==> src/rtl/bdps_pkg.sv <==
// ---------------------------------------------------------------------------
// bdps_pkg: shared types and constants of the burst duty pattern sequencer
// Holds the packed pattern layout, the register indexes and the structs that
// travel between the length units, the tick engine and the top level.
// ---------------------------------------------------------------------------
package bdps_pkg;

   // Register indexes of the configuration port.
   localparam logic [2:0] CSR_PATTERN_COUNT = 3'd0;
   localparam logic [2:0] CSR_PATTERN_BASE  = 3'd1;

   // Number of pattern slots that the 2-bit pattern index can address.
   localparam int PATTERN_SLOTS = 4;

   // Field widths.
   localparam int CSR_ADDR_W  = 3;
   localparam int CSR_DATA_W  = 55;
   localparam int COUNT_W     = 3;
   localparam int INDEX_W     = 2;
   localparam int REPEATS_W   = 16;
   localparam int INTERVAL_W  = 32;
   localparam int DUTY_W      = 7;
   localparam int REM_W       = 7;

   // Bit positions of the packed pattern word.
   localparam int REPEATS_LSB  = 0;
   localparam int INTERVAL_LSB = 16;
   localparam int DUTY_LSB     = 48;

   // Percent scale and the highest duty that is honored.
   localparam logic [DUTY_W-1:0] PCT_SCALE = 7'd100;
   localparam logic [DUTY_W-1:0] DUTY_MAX  = 7'd99;

   // Reciprocal of 100 for a 32-bit dividend: x/100 = (x*RECIP_100) >> 37,
   // exact for every 32-bit x. The quotient fits 26 bits.
   localparam int                 RECIP_W      = 31;
   localparam int                 RECIP_PROD_W = INTERVAL_W + RECIP_W;
   localparam int                 RECIP_SHIFT  = 37;
   localparam int                 QUOT_W       = 26;
   localparam logic [RECIP_W-1:0] RECIP_100    = 31'h51EB851F;

   // Reciprocal of 100 for the small product remainder*duty (at most 9801):
   // y/100 = (y*FRAC_RECIP_100) >> 20, exact for every y below 43690.
   localparam int                FRAC_W         = 14;
   localparam int                FRAC_PROD_W    = 2 * FRAC_W;
   localparam int                FRAC_SHIFT     = 20;
   localparam logic [FRAC_W-1:0] FRAC_RECIP_100 = 14'd10486;

   // Precomputed view of one pattern, read live by the tick engine.
   typedef struct packed {
      logic [REPEATS_W-1:0]  repeats;
      logic [INTERVAL_W-1:0] on_len;
      logic [INTERVAL_W-1:0] off_len;
   } pat_len_type;

   // One result word.
   typedef struct packed {
      logic               level;
      logic               on_event;
      logic               off_event;
      logic               cycle_end;
      logic               pattern_end;
      logic               sequence_end;
      logic [INDEX_W-1:0] active_pattern;
      logic [REPEATS_W-1:0] cycles_done;
   } rsp_type;

endpackage

==> src/rtl/bdps_len_unit.sv <==
// ---------------------------------------------------------------------------
// bdps_len_unit: phase length unit of one pattern slot
// Captures a pattern write and works out the on and off phase lengths: the
// interval is split into hundreds and a remainder with a reciprocal
// multiplication, and both parts are scaled by the duty.
// ---------------------------------------------------------------------------
module bdps_len_unit
   import bdps_pkg::*;
(
   input  logic                  clock,
   input  logic                  reset,
   input  logic                  wr_en,
   input  logic [CSR_DATA_W-1:0] wr_data,
   output pat_len_type           pat_len,
   output logic                  busy
);

   typedef enum logic [2:0] {
      ST_IDLE,
      ST_QUOT,
      ST_SPLIT,
      ST_FRAC,
      ST_SCALE,
      ST_FINISH
   } len_state_type;

   len_state_type           state_ff;
   logic [INTERVAL_W-1:0]   interval_ff;
   logic [DUTY_W-1:0]       duty_ff;
   logic [REPEATS_W-1:0]    repeats_ff;
   logic [QUOT_W-1:0]       quot_ff;
   logic [REM_W-1:0]        rem_ff;
   logic [INTERVAL_W-1:0]   whole_ff;
   logic [FRAC_W-1:0]       frac_ff;
   logic [REM_W-1:0]        frac_quot_ff;
   logic                    frac_nz_ff;
   logic [INTERVAL_W-1:0]   on_len_ff;
   logic [INTERVAL_W-1:0]   off_len_ff;

   logic [DUTY_W-1:0]       duty_raw;
   logic [DUTY_W-1:0]       duty_in;
   logic [RECIP_PROD_W-1:0] recip_prod;
   logic [QUOT_W-1:0]       quot_in;
   logic [INTERVAL_W-1:0]   hundreds;
   logic [REM_W-1:0]        rem_in;
   logic [INTERVAL_W-1:0]   whole_in;
   logic [FRAC_W-1:0]       frac_in;
   logic [FRAC_PROD_W-1:0]  frac_prod;
   logic [REM_W-1:0]        frac_quot_in;
   logic [FRAC_W-1:0]       frac_back;
   logic                    frac_nz_in;
   logic [INTERVAL_W-1:0]   on_len_in;
   logic [INTERVAL_W-1:0]   off_len_in;

   always_comb begin
      duty_raw = wr_data[DUTY_LSB +: DUTY_W];
      duty_in  = (duty_raw > DUTY_MAX) ? DUTY_MAX : duty_raw;

      // interval = 100*quot + rem
      recip_prod = RECIP_PROD_W'(interval_ff) * RECIP_PROD_W'(RECIP_100);
      quot_in    = recip_prod[RECIP_PROD_W-1:RECIP_SHIFT];
      hundreds   = INTERVAL_W'(quot_ff) * INTERVAL_W'(PCT_SCALE);
      rem_in     = REM_W'(interval_ff - hundreds);

      // interval*duty/100 = quot*duty + (rem*duty)/100
      whole_in     = INTERVAL_W'(quot_ff) * INTERVAL_W'(duty_ff);
      frac_in      = FRAC_W'(rem_ff) * FRAC_W'(duty_ff);
      frac_prod    = FRAC_PROD_W'(frac_ff) * FRAC_PROD_W'(FRAC_RECIP_100);
      frac_quot_in = frac_prod[FRAC_SHIFT +: REM_W];
      frac_back    = FRAC_W'(frac_quot_in) * FRAC_W'(PCT_SCALE);
      frac_nz_in   = (frac_back != frac_ff);

      // off = interval - ceil(interval*duty/100)
      on_len_in  = whole_ff + INTERVAL_W'(frac_quot_ff);
      off_len_in = interval_ff - on_len_in - INTERVAL_W'(frac_nz_ff);
   end

   always_ff @(posedge clock) begin
      if (reset) begin
         state_ff    <= ST_IDLE;
         repeats_ff  <= '0;
         on_len_ff   <= '0;
         off_len_ff  <= '0;
      end else if (wr_en) begin
         // A new write restarts the unit even if a computation is running.
         state_ff    <= ST_QUOT;
         repeats_ff  <= wr_data[REPEATS_LSB +: REPEATS_W];
         interval_ff <= wr_data[INTERVAL_LSB +: INTERVAL_W];
         duty_ff     <= duty_in;
      end else begin
         case (state_ff)
            ST_QUOT: begin
               quot_ff  <= quot_in;
               state_ff <= ST_SPLIT;
            end
            ST_SPLIT: begin
               rem_ff   <= rem_in;
               whole_ff <= whole_in;
               state_ff <= ST_FRAC;
            end
            ST_FRAC: begin
               frac_ff  <= frac_in;
               state_ff <= ST_SCALE;
            end
            ST_SCALE: begin
               frac_quot_ff <= frac_quot_in;
               frac_nz_ff   <= frac_nz_in;
               state_ff     <= ST_FINISH;
            end
            ST_FINISH: begin
               on_len_ff  <= on_len_in;
               off_len_ff <= off_len_in;
               state_ff   <= ST_IDLE;
            end
            default: begin
               state_ff <= ST_IDLE;
            end
         endcase
      end
   end

   assign busy            = (state_ff != ST_IDLE);
   assign pat_len.repeats = repeats_ff;
   assign pat_len.on_len  = on_len_ff;
   assign pat_len.off_len = off_len_ff;

endmodule

==> config.mk <==
export PLATFORM = sky130hd
export DESIGN_NAME = bdps_len_unit
export DESIGN_NICKNAME = d
export VERILOG_FILES = /design/src/rtl/bdps_pkg.sv /design/src/rtl/bdps_len_unit.sv
export SDC_FILE = /design/constraint.sdc
export NUM_CORES = 2
export LEC_CHECK = 0
export BUFFER_PORTS_ARGS = -buffer_cell sky130_fd_sc_hd__buf_2
export CAP_MARGIN = 20
export CORE_MARGIN = 1
export CORE_UTILIZATION = 65
export DETAILED_ROUTE_END_ITERATION = 10
export PLACE_DENSITY = 0.88
export SLEW_MARGIN = 20
export SYNTH_ARGS = -nofsm -noshare
export SYNTH_HDL_FRONTEND = slang
export SYNTH_SLANG_ARGS = --single-unit
==> constraint.sdc <==
create_clock -name clock -period 14.7 [get_ports clock]
set_input_delay 0.735 -clock clock [delete_from_list [all_inputs] [get_ports clock]]
set_output_delay 0.735 -clock clock [all_outputs]
set_load 0.03 [all_outputs]
==> impl_metrics.py <==
metrics = {
    "status": {
        "status": "finished, final reports clean",
    },
    "timing": {
        "period_minus_slack_ps": 8580,
        "hold_violations": 0,
        "rsz0062_at_grt": "no",
        "worst_pin_slew_ps": 1010,
        "finalSetupViolCount": 0,
        "slew_headroom_pct": 32.5,
        "timing.final.crit_share_pct": 58.4,
        "final_max_slew_viol_count": 0,
        "setup-tns-final_ps": 0,
        "layout_setup_ws_ps": 6120,
        "max_freq_mhz": 117,
        "skew_ps": 23.6,
    },
    "route": {
        "remaining_drc_errors": 0,
        "avgViaCountPerCell": 5.85,
        "dr_total_vias": 26800,
        "wl_per_cell_um": 20.9,
        "routed_wl_um": 95700,
        "drtIter0Drc": 2254,
        "postRouteAntennaNets": 0,
        "drt_pass1_iterations": 6,
    },
    "synth": {
        "yosys.cell_count.top_type": "inv_1",
        "async_flop_share_pct": 0,
        "ys.warnings.count": 0,
        "yosysSeqAreaShare_pct": 14.8,
        "ys_ff_latch": 209,
        "synth_area_um2": 36700,
        "synthTopCellsByArea": "fa_1 (33%), ha_1 (23%), edfxtp_1 (10%)",
        "synth_top_cells_by_count": "inv_1 (868), ha_1 (666), fa_1 (599)",
        "synth_area_per_cell_um2": 9.95,
        "synth_top_cell_by_area": "fa_1",
        "synth_top_area_share_pct": 32.6,
        "synth_cell_types": 71,
        "synth_nets": 5014,
        "synthCells": 3691,
        "synth_edf_count": 126,
        "synthFlopType": "edfxtp_1",
    },
    "setup_path": {
        "path_depth": 27,
        "start_kind": "flop",
        "cp_top_family": "adder cells",
        "rr_worst_depth": 27,
        "cp.required_ps": 15010,
        "critPathSlowestCell": "edfxtp_1",
        "cp.arrival_ps": 8900,
        "critPathBufInv": 2,
        "ff2ff_setup_slack_ps": 6120,
        "crit_start": "frac_ff[10]$_DFFE_PP_",
        "critPathMaxStageDelay_ps": 580,
        "crit_end": "frac_nz_ff$_DFFE_PP_",
        "endpoint_kind": "flop",
        "r2r-end": "frac_nz_ff$_DFFE_PP_",
        "r2r_start": "frac_ff[10]$_DFFE_PP_",
        "path_max_fanout": 7,
        "criticalPathCategory": "reg -> reg",
    },
    "clock_tree": {
        "cts_buffers": 26,
        "cts_tree": "built",
        "clock_path_buffers": 3,
        "ctsHoldBuffers": 0,
        "cts_num_sinks": 209,
        "post_cts_buffers": 0,
        "cts_root_buffer": "clkbuf_16",
        "cts_resized": 0,
        "clock_latency_ps": 580,
        "cts.reportedPaths.clkPinSlew_ps": 70,
        "htree_num_levels": 1,
    },
    "layout": {
        "layout.nets": 5139,
        "fin_area_um2": 39200,
        "antenna_cells": 0,
        "syn2layout_area_growth_pct": 6.73,
        "drive_gt1_share_pct": 6.00,
    },
    "placed_design": {
        "gp_congestion": 1.02,
        "dp_slack_ps": 6110,
        "hpwl_um": 80400,
        "dpl_cell_area_um2": 38300,
        "io_buffers": 138,
    },
    "grt": {
        "gr-total-overflow": 0,
        "antenna_found_initial": 2,
        "grt_usage_pct": 34.8,
        "grt_start_max_net_pins": 82,
        "grt_pass1_wl_um": 152000,
        "grt_pass1_vias": 28200,
    },
    "flow_run": {
        "maxCapViolCount": 0,
    },
    "die": {
        "die_h_um": 240,
        "die_area_um2": 57500,
        "rows": 86,
        "core_um2": 55400,
        "pin_count": 139,
        "dieWidth_um": 240,
        "start_util_pct": 66.3,
    },
    "hold_path": {
        "min_path_type": "in -> reg",
    },
}
[cell type report]
cell class,count,area [um^2]
Timing Repair Buffer,153,823
Fill cell,3854,16200
Sequential cell,209,5450
Clock inverter,14,171
Tap cell,748,936
Clock buffer,34,731
Multi-Input combinational cell,2558,27800
Inverter,868,3260
[how the worst min path moves through the flow]
stage | start | end | slack (ps) | cells past startpoint
after floorplan | state_ff[0]$_SDFF_PP0_ | state_ff[0]$_SDFF_PP0_ | 560 | 3
after global placement | off_len_ff[19]$_SDFFE_PP0P_ | off_len_ff[19]$_SDFFE_PP0P_ | 440 | 2
after detailed placement | off_len_ff[10]$_SDFFE_PP0P_ | off_len_ff[10]$_SDFFE_PP0P_ | 440 | 2
after CTS | wr_data[21] | interval_ff[5]$_DFFE_PP_ | 310 | 1
after global routing | wr_data[34] | interval_ff[18]$_DFFE_PP_ | 320 | 1
final | wr_data[21] | interval_ff[5]$_DFFE_PP_ | 330 | 1
[flip-flops by register name, summed over array words and instances (netlist names)]
name          flops
duty_ff           7
frac_ff          14
frac_nz_ff        1
frac_quot_ff      7
interval_ff      32
off_len_ff       32
on_len_ff        32
quot_ff          26
rem_ff            7
repeats_ff       16
state_ff          3
whole_ff         32
[layout by cell type (no fill, tap or decap), types with 83 or more instances in the layout]
| cell type | n |
|---|---|
| inv_1 | 868 |
| ha_1 | 666 |
| fa_1 | 599 |
| nand2_1 | 307 |
| a21oi_1 | 157 |
| nor2_1 | 152 |
| buf_2 | 138 |
| edfxtp_1 | 126 |
| xnor2_1 | 117 |
| dfxtp_1 | 83 |
[logic make-up (layout without fill, tap and decap cells)]
group	after synthesis	in the layout	synth area share, %
buffers and inverters	924	1069	9.44
XOR/XNOR	164	164	3.99
AO/OA/AOI/OAI	393	393	6.84
flip-flops	209	209	14.8
adder cells (fa/ha/maj)	1265	1265	55.3
multiplexers	18	18	0.491
AND/OR/NAND/NOR	718	718	9.08
[metal layers]
metal  GRT usage (%)  routed length [um]  vias up
li1                -                   -    12000
met1            45.5               37100    13100
met2            55.8               43700     1377
met3            7.51                9930      301
met4            15.1                4900        4
met5               0                  36        -
[stage by stage]
step	hold WS [ps]	utilization [%]	cells
4_1_cts	309	70.7	4583
6_report	329	70.7	4584
3_3_place_gp	435	69.1	4535
3_5_place_dp	442	69.1	4535
5_1_grt	320	70.7	4584
2_1_floorplan	562	-	3691
Power is not shown: default switching activity piles up to over one toggle a cycle in this logic, so the estimate is an artifact.
