## config.mk

```make
export PLATFORM = sky130hd
export DESIGN_NAME = bdps_tick_engine
export DESIGN_NICKNAME = d
export VERILOG_FILES = /design/src/rtl/bdps_pkg.sv /design/src/rtl/bdps_tick_engine.sv
export SDC_FILE = /design/constraint.sdc
export NUM_CORES = 1
export LEC_CHECK = 0
export BUFFER_PORTS_ARGS = -buffer_cell sky130_fd_sc_hd__clkbuf_2
export CAP_MARGIN = 30
export CORE_AREA = 8 8 143 145
export CTS_CLUSTER_SIZE = 10
export DETAILED_ROUTE_END_ITERATION = 8
export DIE_AREA = 0 0 151 153
export MAX_ROUTING_LAYER = met4
export PLACE_DENSITY = 0.74
export SYNTH_ARGS = -nofsm -noshare
export SYNTH_HDL_FRONTEND = slang
export SYNTH_SLANG_ARGS = --single-unit
export TNS_END_PERCENT = 1
```

## constraint.sdc

```tcl
create_clock -name clock -period 4.95 [get_ports clock]
set_input_delay 0.2475 -clock clock [delete_from_list [all_inputs] [get_ports clock]]
set_output_delay 0.2475 -clock clock [all_outputs]
set_load 0.01 [all_outputs]
```

## src/rtl/bdps_pkg.sv

```systemverilog
// ---------------------------------------------------------------------------
// bdps_pkg: shared types and constants of the burst duty pattern sequencer
// Holds the packed pattern layout, the register indexes and the structs that
// travel between the length units, the tick engine and the top level.
// ---------------------------------------------------------------------------
package bdps_pkg;

   // Register indexes of the configuration port.
   localparam logic [2:0] CSR_PATTERN_COUNT = 3'd0;
   localparam logic [2:0] CSR_PATTERN_BASE  = 3'd1;

   // Number of pattern slots that the 2-bit pattern index can address.
   localparam int PATTERN_SLOTS = 4;

   // Field widths.
   localparam int CSR_ADDR_W  = 3;
   localparam int CSR_DATA_W  = 55;
   localparam int COUNT_W     = 3;
   localparam int INDEX_W     = 2;
   localparam int REPEATS_W   = 16;
   localparam int INTERVAL_W  = 32;
   localparam int DUTY_W      = 7;
   localparam int REM_W       = 7;

   // Bit positions of the packed pattern word.
   localparam int REPEATS_LSB  = 0;
   localparam int INTERVAL_LSB = 16;
   localparam int DUTY_LSB     = 48;

   // Percent scale and the highest duty that is honored.
   localparam logic [DUTY_W-1:0] PCT_SCALE = 7'd100;
   localparam logic [DUTY_W-1:0] DUTY_MAX  = 7'd99;

   // Reciprocal of 100 for a 32-bit dividend: x/100 = (x*RECIP_100) >> 37,
   // exact for every 32-bit x. The quotient fits 26 bits.
   localparam int                 RECIP_W      = 31;
   localparam int                 RECIP_PROD_W = INTERVAL_W + RECIP_W;
   localparam int                 RECIP_SHIFT  = 37;
   localparam int                 QUOT_W       = 26;
   localparam logic [RECIP_W-1:0] RECIP_100    = 31'h51EB851F;

   // Reciprocal of 100 for the small product remainder*duty (at most 9801):
   // y/100 = (y*FRAC_RECIP_100) >> 20, exact for every y below 43690.
   localparam int                FRAC_W         = 14;
   localparam int                FRAC_PROD_W    = 2 * FRAC_W;
   localparam int                FRAC_SHIFT     = 20;
   localparam logic [FRAC_W-1:0] FRAC_RECIP_100 = 14'd10486;

   // Precomputed view of one pattern, read live by the tick engine.
   typedef struct packed {
      logic [REPEATS_W-1:0]  repeats;
      logic [INTERVAL_W-1:0] on_len;
      logic [INTERVAL_W-1:0] off_len;
   } pat_len_type;

   // One result word.
   typedef struct packed {
      logic               level;
      logic               on_event;
      logic               off_event;
      logic               cycle_end;
      logic               pattern_end;
      logic               sequence_end;
      logic [INDEX_W-1:0] active_pattern;
      logic [REPEATS_W-1:0] cycles_done;
   } rsp_type;

endpackage

```

## src/rtl/bdps_tick_engine.sv

```systemverilog
// ---------------------------------------------------------------------------
// bdps_tick_engine: per-tick state update of the sequencer
// Advances pattern index, cycle count, phase and elapsed ticks for each
// accepted word with run high and registers the event flags of that tick.
// ---------------------------------------------------------------------------
module bdps_tick_engine
   import bdps_pkg::*;
(
   input  logic               clock,
   input  logic               reset,
   input  logic               step_en,
   input  logic               run,
   input  logic [COUNT_W-1:0] eff_count,
   input  pat_len_type        pat_tab [PATTERN_SLOTS],
   output rsp_type            rsp
);

   typedef enum logic [1:0] {
      PH_IDLE = 2'd0,
      PH_ON   = 2'd1,
      PH_OFF  = 2'd2
   } phase_type;

   phase_type              phase_ff,    phase_in;
   logic [INDEX_W-1:0]     index_ff,    index_in;
   logic [REPEATS_W-1:0]   counter_ff,  counter_in;
   logic [INTERVAL_W-1:0]  elapsed_ff,  elapsed_in;
   logic                   on_ev_ff,    on_ev_in;
   logic                   off_ev_ff,   off_ev_in;
   logic                   cyc_ev_ff,   cyc_ev_in;
   logic                   pat_ev_ff,   pat_ev_in;
   logic                   seq_ev_ff,   seq_ev_in;

   pat_len_type            cur;
   logic [INTERVAL_W:0]    next_elapsed;

   always_comb begin
      cur          = pat_tab[index_ff];
      next_elapsed = {1'b0, elapsed_ff} + 1'b1;

      phase_in   = phase_ff;
      index_in   = index_ff;
      counter_in = counter_ff;
      elapsed_in = elapsed_ff;
      on_ev_in   = 1'b0;
      off_ev_in  = 1'b0;
      cyc_ev_in  = 1'b0;
      pat_ev_in  = 1'b0;
      seq_ev_in  = 1'b0;

      if (run) begin
         case (phase_ff)
            PH_ON: begin
               if (next_elapsed >= {1'b0, cur.on_len}) begin
                  off_ev_in  = 1'b1;
                  phase_in   = PH_OFF;
                  elapsed_in = '0;
               end else begin
                  elapsed_in = next_elapsed[INTERVAL_W-1:0];
               end
            end
            PH_OFF: begin
               if (next_elapsed >= {1'b0, cur.off_len}) begin
                  cyc_ev_in  = 1'b1;
                  counter_in = counter_ff + 1'b1;
                  phase_in   = PH_IDLE;
                  elapsed_in = '0;
               end else begin
                  elapsed_in = next_elapsed[INTERVAL_W-1:0];
               end
            end
            default: begin
               phase_in   = PH_IDLE;
               elapsed_in = '0;
               if (counter_ff >= cur.repeats) begin
                  pat_ev_in  = 1'b1;
                  counter_in = '0;
                  if (({1'b0, index_ff} + 1'b1) >= eff_count) begin
                     index_in  = '0;
                     seq_ev_in = 1'b1;
                  end else begin
                     index_in = index_ff + 1'b1;
                  end
               end else begin
                  on_ev_in = 1'b1;
                  phase_in = PH_ON;
               end
            end
         endcase
      end
   end

   always_ff @(posedge clock) begin
      if (reset) begin
         phase_ff   <= PH_IDLE;
         index_ff   <= '0;
         counter_ff <= '0;
         elapsed_ff <= '0;
         on_ev_ff   <= 1'b0;
         off_ev_ff  <= 1'b0;
         cyc_ev_ff  <= 1'b0;
         pat_ev_ff  <= 1'b0;
         seq_ev_ff  <= 1'b0;
      end else if (step_en) begin
         phase_ff   <= phase_in;
         index_ff   <= index_in;
         counter_ff <= counter_in;
         elapsed_ff <= elapsed_in;
         on_ev_ff   <= on_ev_in;
         off_ev_ff  <= off_ev_in;
         cyc_ev_ff  <= cyc_ev_in;
         pat_ev_ff  <= pat_ev_in;
         seq_ev_ff  <= seq_ev_in;
      end
   end

   assign rsp.level          = (phase_ff == PH_ON);
   assign rsp.on_event       = on_ev_ff;
   assign rsp.off_event      = off_ev_ff;
   assign rsp.cycle_end      = cyc_ev_ff;
   assign rsp.pattern_end    = pat_ev_ff;
   assign rsp.sequence_end   = seq_ev_ff;
   assign rsp.active_pattern = index_ff;
   assign rsp.cycles_done    = counter_ff;

   // A held tick leaves the sequencer state untouched and raises no event.
   a_hold_stable: assert property (@(posedge clock) disable iff (reset)
      (step_en && !run) |=> ($stable(phase_ff) && $stable(index_ff) &&
         $stable(counter_ff) && $stable(elapsed_ff) &&
         !on_ev_ff && !off_ev_ff && !cyc_ev_ff && !pat_ev_ff && !seq_ev_ff))
      else $error("held tick changed sequencer state");

   // A pattern end always clears the cycle count and leaves the phase idle.
   a_pattern_end_clears: assert property (@(posedge clock) disable iff (reset)
      pat_ev_ff |-> (counter_ff == '0 && phase_ff == PH_IDLE))
      else $error("pattern end without cleared count");

   // A sequence wrap is a pattern end that lands on pattern zero.
   a_sequence_wrap: assert property (@(posedge clock) disable iff (reset)
      seq_ev_ff |-> (pat_ev_ff && index_ff == '0))
      else $error("sequence end without wrap to pattern zero");

   // At most one of the on, off, cycle-end and pattern-end events fires per tick.
   a_one_event: assert property (@(posedge clock) disable iff (reset)
      $onehot0({on_ev_ff, off_ev_ff, cyc_ev_ff, pat_ev_ff}))
      else $error("more than one tick event raised");

endmodule

```

==> impl_metrics.json, run 1 <==
{
  "clock_latency_ns": 0.32,
  "initial_core_util": 0.390,
  "dieArea_mm2": 0.0231,
  "synth_area_mm2": 0.00713,
  "setup-tns-final_ns": 0,
  "rows": 50,
  "post_route_cells_drive_above_1_share": 0.442,
  "cp-end-kind": "register",
  "cp-start-kind": "register",
  "synthMostInstantiatedCell": "inv_1",
  "clock_skew_ns": 0.00672,
  "synthCells": 786,
  "required_ns": 5.20,
  "syn_nets": 1199,
  "synth-edff-count": 0,
  "nets": 1549,
  "drtPass1Iterations": 5,
  "p_per_area_mw_per_mm2": 139,
  "setup_viol": 0,
  "cp_top_family": "simple AND/OR/NAND/NOR gates",
  "grt_use_total": 0.214,
  "finalNonFillerCells": 1376,
  "hold_violations": 0,
  "wl_mm": 25.1,
  "clk_pin_slew_worst_paths_ns": 0.06,
  "cp_slowest_stage_delay_ns": 0.56,
  "cts_tree": "built",
  "die_x_um": 151,
  "num-fill-cells": 1691,
  "synthTopCellsByArea": "mux4_2 (25%), dfxtp_1 (16%), ha_1 (15%), inv_1 (5.2%), xnor2_1 (4.5%)",
  "grt_pass1_vias": 7798,
  "leakagePower_nw": 4.71,
  "path_max_fanout": 7,
  "synth_commonest_cells": "inv_1 (98), ha_1 (86), mux4_2 (79), nor2_1 (64)",
  "grt_start_max_net_pins": 48,
  "gp_congestion": 0.912,
  "rsz0062_at_grt": "no",
  "antenna_found_initial": 1,
  "fin_crit_sh": 0.948,
  "clkSinkCount": 57,
  "syn_to_final_growth_pct": 35.4,
  "clock-root-buffer": "clkbuf_16",
  "path_class": "register to register",
  "ioPinCount": 351,
  "multi_input_area_mm2": 0.00552,
  "synth_cell_types": 58,
  "crit_arrival_ns": 4.94,
  "drv_cap": 0,
  "num_vias": 7452,
  "yosys_warnings": 0,
  "first_iter_violations": 490,
  "hold_buffers": 0,
  "min_period_ns": 4.70,
  "worst_pin_slew_ns": 1.06,
  "core_mm2": 0.0183,
  "drv_slew": 0,
  "grt_pass1_wl_mm": 39.1,
  "drc": 0,
  "drt-wirelength-per-cell_um": 18.2,
  "syn_area_per_cell_um2": 9.07,
  "status": "completed",
  "vias_per_cell": 5.42,
  "cts_buffers": 9,
  "die_h_um": 153,
  "ys.flop_type": "dfxtp_1",
  "crit_chain": "ha_1 -> nand4_1 -> nor4_2 -> and2_1 -> nand4_1 -> xnor2_1 -> ha_1 -> nand4_1 -> or4_4 -> a211oi_2 -> o311a_1 -> o211ai_1 -> a32o_4 -> a2111oi_4 -> buf_4 -> nand4_1 -> a21oi_1",
  "synth-seq-area-share": 0.160,
  "slowest_stage": "or4_4",
  "clock_path_buffers": 2,
  "dp_cells": 1354,
  "synth.ff_latch_count": 57,
  "portBuffers": 350,
  "critPathBufInv": 1,
  "async_flop_share": 0,
  "irDropWorstVdd_mv": 0.168,
  "gr-total-overflow": 0,
  "seq_area_mm2": 0.00115,
  "synth.largest_area_cell": "mux4_2",
  "cts-htree-levels": 3,
  "relSlewSlack": 0.284,
  "cp_common_cell": "nand4_1",
  "clock.fmax_mhz": 213,
  "netlist.area_leader.share": 0.250,
  "ant_nets": 0,
  "dp_hpwl_mm": 21.5,
  "hold_class": "primary input to register"
}
-- worst reg2reg max path, cell delays in order (launching register included) --
cell and delay, ns:
dfxtp_1 0.45, ha_1 0.27, nand4_1 0.25, nor4_2 0.39, and2_1 0.22, nand4_1 0.12
xnor2_1 0.18, ha_1 0.32, nand4_1 0.13, or4_4 0.56, a211oi_2 0.23, o311a_1 0.18
o211ai_1 0.12, a32o_4 0.41, a2111oi_4 0.35, buf_4 0.20, nand4_1 0.09, a21oi_1 0.16
-- sequential cells by signal (all words and copies together) (netlist names) --
register / count
phase_ff: 2
cyc_ev_ff: 1
pat_ev_ff: 1
elapsed_ff: 32
on_ev_ff: 1
index_ff: 2
counter_ff: 16
seq_ev_ff: 1
off_ev_ff: 1
-- where the power goes --
group	internal (W)	switching, W	total, W
clock	0.000387	0.000220	0.000606
sequential	0.000459	0.000000949	0.000460
combinational	0.000164	0.000113	0.000276
total	0.00101	0.000333	0.00134
-- path summary, 6_finish.rpt --
kind                  startpoint        endpoint  slack, ns  cells past startpoint
hold / removal           step_en       pat_ev_ff       0.39                      4
hold reg to reg   elapsed_ff[30]  elapsed_ff[30]       0.48                      2
setup / recovery   elapsed_ff[0]  counter_ff[11]       0.25                     17
setup reg to reg   elapsed_ff[0]  counter_ff[11]       0.25                     17
-- stage by stage --
step | setup slack [ns] | hold slack, ns | power, W | cell area [um^2] | utilization
6_report | 0.255 | 0.387 | 0.00134 | 9650 | 0.528
5_1_grt | 0.0125 | 0.415 | 0.00139 | 9650 | 0.528
4_1_cts | 0.0631 | 0.373 | 0.00135 | 9530 | 0.522
3_5_place_dp | -0.203 | 0.477 | 0.000746 | 9220 | 0.505
3_3_place_gp | 0.0401 | 0.462 | 0.000737 | 9220 | 0.505
2_1_floorplan | 0.0550 | 0.445 | 0.000588 | 7130 | -
-- final cells by class --
cell class / count / area share
multi-input cells: 589 / 0.572
repair buffers: 381 / 0.211
flip-flops and latches: 57 / 0.119
inverters: 98 / 0.0381
well taps: 234 / 0.0303
clock buffers: 10 / 0.0237
clock inverters: 6 / 0.00609
diodes: 1 / 0.000259
-- layer usage --
layer,GRT usage,part of all wire,wire length (um),vias up
met5,-,0,0,-
met4,0.0533,0.017,438,0
met3,0.0257,0.065,1630,36
met2,0.362,0.51,12700,322
met1,0.266,0.41,10300,3500
li1,-,-,-,3594
-- what timing repair did --
action                                  4_1_cts  5_1_grt
pin swaps                                     1        5
gates resized for setup                       3       16
endpoints found under the setup margin       40       45
buffers inserted                              2        3
-- cell families after synthesis --
family                   count (synthesis)  synth area share
adder cells (fa/ha/maj)                 86             0.151
XOR/XNOR                                55            0.0676
buffers and inverters                  140            0.0795
flip-flops                              57             0.160
AO/OA/AOI/OAI                          138             0.131
multiplexers                            84             0.257
AND/OR/NAND/NOR                        226             0.154
-- layout by cell type (no fill, tap or decap), drive strengths merged, types with 3 or more instances in the layout --
master and instances:
a2111oi 5, a211oi 8, a21o 16, a21oi 57, a31oi 3, and2 4
and3 10, and4 4, buf 31, clkbuf 360, clkinv 5, dfxtp 57
ha 86, inv 98, mux2i 4, mux4 79, nand2 52, nand2b 5
nand3 42, nand3b 4, nand4 22, nor2 64, nor3 8, nor4 6
o211ai 5, o21ai 17, o31ai 4, xnor2 37, xor2 18
Power figures use the tool's default switching activity.
==> inputs of run 2 (changes only) <==
Settings changed: CORE_AREA 8 8 143 145 to 8 8 169 123, DIE_AREA 0 0 151 153 to 0 0 177 131.
==> run 2 against run 1 <==
Effect of this change:
- count of clock-buffer cells in the layout unchanged
- fmax increased by 0.54%
- first-iteration DRC count increased by 11%
- non-clock buffer count increased by 1
- power increased by 7.9%
- critical path depth increased by 3
- wire length increased by 7.5%
- final cell count increased by 0.65%
- combinational power increased by 3%
- flip-flop and latch count unchanged
- sequential share of layout area about the same
- highest routed layer unchanged
==> impl_metrics.json, run 2 (same netlist as run 1, synthesis figures left out) <==
{
  "relSlewSlack": 0.371,
  "post_route_cells_drive_above_1_share": 0.440,
  "stdcell_area_mm2": 0.00969,
  "rrSetupSlack_ns": 0.28,
  "leakagePower_nw": 4.72,
  "core_mm2": 0.0183,
  "path_max_fanout": 8,
  "vias_per_cell": 5.51,
  "gp_congestion": 0.925,
  "drc": 0,
  "grt_start_max_net_pins": 44,
  "reg_top3": "elapsed_ff x32, counter_ff x16",
  "nets": 1550,
  "clkSinkCount": 57,
  "min_period_ns": 4.67,
  "status": "completed",
  "first_iter_violations": 545,
  "layout_common_cells": "clkbuf_2 (350), inv_1 (98), ha_1 (86), mux4_2 (79), nor2_1 (63)",
  "hold_buffers": 0,
  "die_h_um": 131,
  "drtPass1Iterations": 5,
  "final_common_cell": "clkbuf_2",
  "gr-total-overflow": 0,
  "cts_buffers": 9,
  "path_class": "register to register",
  "required_ns": 5.17,
  "rows": 42,
  "cts_tree": "built",
  "hold_violations": 0,
  "p_per_area_mw_per_mm2": 149,
  "worst_pin_slew_ns": 0.944,
  "whs_ns": 0.352,
  "top_register": "elapsed_ff",
  "drv_cap": 0,
  "ant_nets": 0,
  "dieArea_mm2": 0.0232,
  "ioPinCount": 351,
  "clk_pin_slew_worst_paths_ns": 0.05,
  "largest_register_ffs": 32,
  "cp-end-kind": "register",
  "drv_slew": 0,
  "drt-wirelength-per-cell_um": 19.5,
  "portBuffers": 350,
  "wl_mm": 27.0,
  "fin_crit_sh": 0.943,
  "antenna_found_initial": 1,
  "clock_skew_ns": 0.00732,
  "clock-root-buffer": "clkbuf_16",
  "clock_path_buffers": 2,
  "clock_latency_ns": 0.34,
  "die_x_um": 177,
  "cts-htree-levels": 3,
  "num_vias": 7637,
  "place_area_mm2": 0.00925,
  "hold_class": "primary input to register",
  "dp_hpwl_mm": 23.2,
  "syn_to_final_growth_pct": 35.9,
  "clock.fmax_mhz": 214,
  "num-fill-cells": 1702,
  "crit_arrival_ns": 4.89,
  "grt_pass1_wl_mm": 40.8,
  "cp-start-kind": "register",
  "setup_viol": 0,
  "grt_pass1_vias": 7729,
  "initial_core_util": 0.389,
  "irDropWorstVdd_mv": 0.168,
  "grt_use_total": 0.229
}
[run 2: final timing paths]
kind	start	to	depth (start not counted)
worst max-delay path	elapsed_ff[12]	counter_ff[5]	20
worst min-delay path	step_en	pat_ev_ff	4
worst max register to register	elapsed_ff[12]	counter_ff[5]	20
worst min register to register	elapsed_ff[1]	elapsed_ff[1]	2
[run 2: metal layers]
| layer | GRT usage | part of all wire |
|---|---|---|
| met3 | 0.0399 | 0.088 |
| met1 | 0.298 | 0.41 |
| met5 | - | 0 |
| met4 | 0.0552 | 0.015 |
| met2 | 0.369 | 0.49 |
[run 2: critical path, stage by stage (launching register included)]
cell and delay, ns:
dfxtp_1 0.34, nand4_2 0.16, or2_4 0.28, nor4_4 0.26, buf_4 0.17, nand3_2 0.11, buf_6 0.17, nor2_2 0.13
and3_4 0.22, xor2_2 0.09, ha_1 0.30, nand4_1 0.11, or4_4 0.55, a211oi_1 0.24, o311a_1 0.19, o211ai_1 0.09
a32o_2 0.36, buf_4 0.16, a2111oi_2 0.40, xnor2_1 0.16, nor2_1 0.05
[run 2: repair_timing]
item                                    CTS  global route
resized for setup                         1            15
pin swaps                                 0             5
setup buffers                             0             3
endpoints found under the setup margin    1            50
[run 2: report_power, final]
part / switching [W] / internal [W] / leakage [nW] / total (W)
clock network: 0.000234 / 0.000471 / 0.160 / 0.000705
logic: 0.000119 / 0.000165 / 4.10 / 0.000284
registers: 0.000000756 / 0.000459 / 0.461 / 0.000460
[run 2: metrics by stage]
step                power [W]  utilization  setup slack (ns)  cells  setup TNS, ns
floorplan            0.000588            -            0.0550    786              0
global placement     0.000742        0.504             0.131   1365              0
detailed placement   0.000751        0.504          -0.00290   1365       -0.00290
CTS                   0.00146        0.523            0.0516   1381              0
global route          0.00151        0.528           -0.0141   1385        -0.0307
finish                0.00145        0.528             0.280   1385              0
[run 2: cell type report]
cell class	instances	area, um^2	share of cell area
diodes	1	2.50	0.000258
clock buffers	10	250	0.0258
clock inverters	6	88.8	0.00917
inverters	98	368	0.0380
multi-input cells	589	5490	0.567
flip-flops and latches	57	1150	0.119
well taps	242	303	0.0312
repair buffers	382	2040	0.210
==> inputs of run 3 (changes only) <==
Settings changed: CORE_AREA 8 8 169 123 to 5 5 166 120, DIE_AREA 0 0 177 131 to 0 0 171 125.
==> run 3 against run 2 <==
Effect of this change:
- hold slack worse by 0.013 ns
- clock skew is 0.00080 ns higher
- non-clock buffer count rose by 2
- core utilization fell by 0.075 points
- final cell count grew 0.14%
- via count decreased by 0.77%
- die area shrank 7.8%
- wire length shrank 6.2%
- flip-flop and latch count stayed put
- count of clock-buffer cells in the layout rose by 1
- critical endpoint is now counter_ff[13]
==> impl_metrics.json, run 3 (same netlist as run 1, synthesis figures left out) <==
{
  "grt_pass1_wl_mm": 39.3,
  "nets": 1552,
  "dp_cells": 1367,
  "cp-end-kind": "register",
  "drt-wirelength-per-cell_um": 18.3,
  "irDropWorstVdd_mv": 0.180,
  "dp_hpwl_mm": 21.7,
  "pre_cts_ws_ns": 0.0122,
  "reg2reg_to": "counter_ff[13]",
  "grt_pass1_vias": 7650,
  "portBuffers": 350,
  "die_x_um": 171,
  "fin_crit_sh": 0.965,
  "ioPinCount": 351,
  "final_common_cell": "clkbuf_2",
  "relSlewSlack": 0.362,
  "top_register": "elapsed_ff",
  "endpoint": "counter_ff[13]",
  "rrSetupSlack_ns": 0.17,
  "hold_violations": 0,
  "worst_slack_ns": 0.173,
  "clock_skew_ns": 0.00812,
  "crit_arrival_ns": 5.02,
  "cp-start-kind": "register",
  "pwr-share-clk": 0.481,
  "die_h_um": 125,
  "p_per_area_mw_per_mm2": 147,
  "power_frac_comb": 0.196,
  "initial_core_util": 0.389,
  "internal_power_w": 0.00109,
  "cts-htree-levels": 3,
  "wl_mm": 25.3,
  "hold_class": "primary input to register",
  "gp_congestion": 0.954,
  "grt_start_max_net_pins": 39,
  "leakagePower_nw": 4.71,
  "gr-total-overflow": 0,
  "dieArea_mm2": 0.0214,
  "clock.fmax_mhz": 209,
  "startpoint": "elapsed_ff[8]",
  "reg_top3": "elapsed_ff x32, counter_ff x16",
  "clkSinkCount": 57,
  "path_class": "register to register",
  "drv_slew": 0,
  "r2r_start": "elapsed_ff[8]",
  "finalNonFillerCells": 1387,
  "cts_tree": "built",
  "rsz0062_at_grt": "yes",
  "drc": 0,
  "vias_per_cell": 5.46,
  "first_iter_violations": 687,
  "hold_buffers": 0,
  "core_mm2": 0.0183,
  "seqPwrFrac": 0.323,
  "syn_to_final_growth_pct": 35.7,
  "drtPass1Iterations": 7,
  "grt_use_total": 0.236,
  "antenna_found_initial": 1,
  "setup_viol": 0,
  "num_vias": 7578,
  "required_ns": 5.19,
  "p_sw_w": 0.000334,
  "ant_nets": 0,
  "status": "completed",
  "clock-root-buffer": "clkbuf_16",
  "drv_cap": 0,
  "whs_ns": 0.339,
  "num-fill-cells": 1688,
  "finalPower_w": 0.00142,
  "cts_buffers": 9,
  "path_max_fanout": 7,
  "worst_r2r_path_depth": 19,
  "largest_register_ffs": 32,
  "post_route_cells_drive_above_1_share": 0.439,
  "clock_latency_ns": 0.33,
  "clock_path_buffers": 2,
  "clk_pin_slew_worst_paths_ns": 0.05,
  "worst_pin_slew_ns": 0.957,
  "fin_util": 0.528,
  "layout_common_cells": "clkbuf_2 (350), inv_1 (98), ha_1 (86), mux4_2 (79), nor2_1 (62)",
  "switching_share": 0.235,
  "rows": 42,
  "min_period_ns": 4.78
}
## run 3: what timing repair did
action,in CTS,in global routing
pin swaps,1,4
endpoints found under the setup margin,6,47
resized for setup,2,8
setup buffers,0,3
## run 3: how the worst min path moves through the flow
stage,startpoint,cells after the start,end
final,step_en,4,cyc_ev_ff
after global placement,elapsed_ff[17],2,elapsed_ff[17]
after detailed placement,elapsed_ff[17],2,elapsed_ff[17]
after CTS,step_en,4,pat_ev_ff
after global routing,step_en,4,cyc_ev_ff
after floorplan,elapsed_ff[17],2,elapsed_ff[17]
## run 3: layout make-up
type	count	area [um^2]	area share
antenna	1	2.50	0.000259
timing repair buffer	384	2040	0.211
tap	242	303	0.0313
inverter	98	368	0.0380
multi-input combinational	589	5480	0.566
clock inverter	5	77.6	0.00802
sequential	57	1150	0.119
clock buffer	11	253	0.0261
## run 3: per-stage QoR
step	instance area, um^2	setup TNS (ns)
detailed placement	9260	0
CTS	9600	0
floorplan	7130	0
global placement	9260	0
finish	9680	0
global route	9680	-0.136
## run 3: critical path, stage by stage (launching register included)
cell	delay [ns]
dfxtp_1	0.39
nand2_1	0.09
or2_2	0.35
nor4_4	0.32
nand3_1	0.16
buf_4	0.19
nor2_2	0.13
and3_1	0.23
xor2_2	0.10
ha_1	0.28
nand4_1	0.10
or4_1	0.58
a211oi_2	0.25
o311a_1	0.19
o211ai_1	0.10
a32o_2	0.37
a2111oi_4	0.39
buf_4	0.21
nand4_1	0.10
a21oi_1	0.18
## run 3: per-layer routing
metal	GRT usage	wire, um	vias to the layer above
met3	0.0369	1940	29
met5	-	0	-
met2	0.381	12200	359
met1	0.318	10800	3590
met4	0.0447	373	0
li1	-	-	3600
## run 3: power by group through the flow
stage | Clock (W) | Sequential (W) | Combinational [W]
global route | 0.000716 | 0.000460 | 0.000310
global placement | 0 | 0.000470 | 0.000271
detailed placement | 0 | 0.000470 | 0.000278
floorplan | 0 | 0.000471 | 0.000117
finish | 0.000684 | 0.000460 | 0.000279
CTS | 0.000690 | 0.000460 | 0.000280
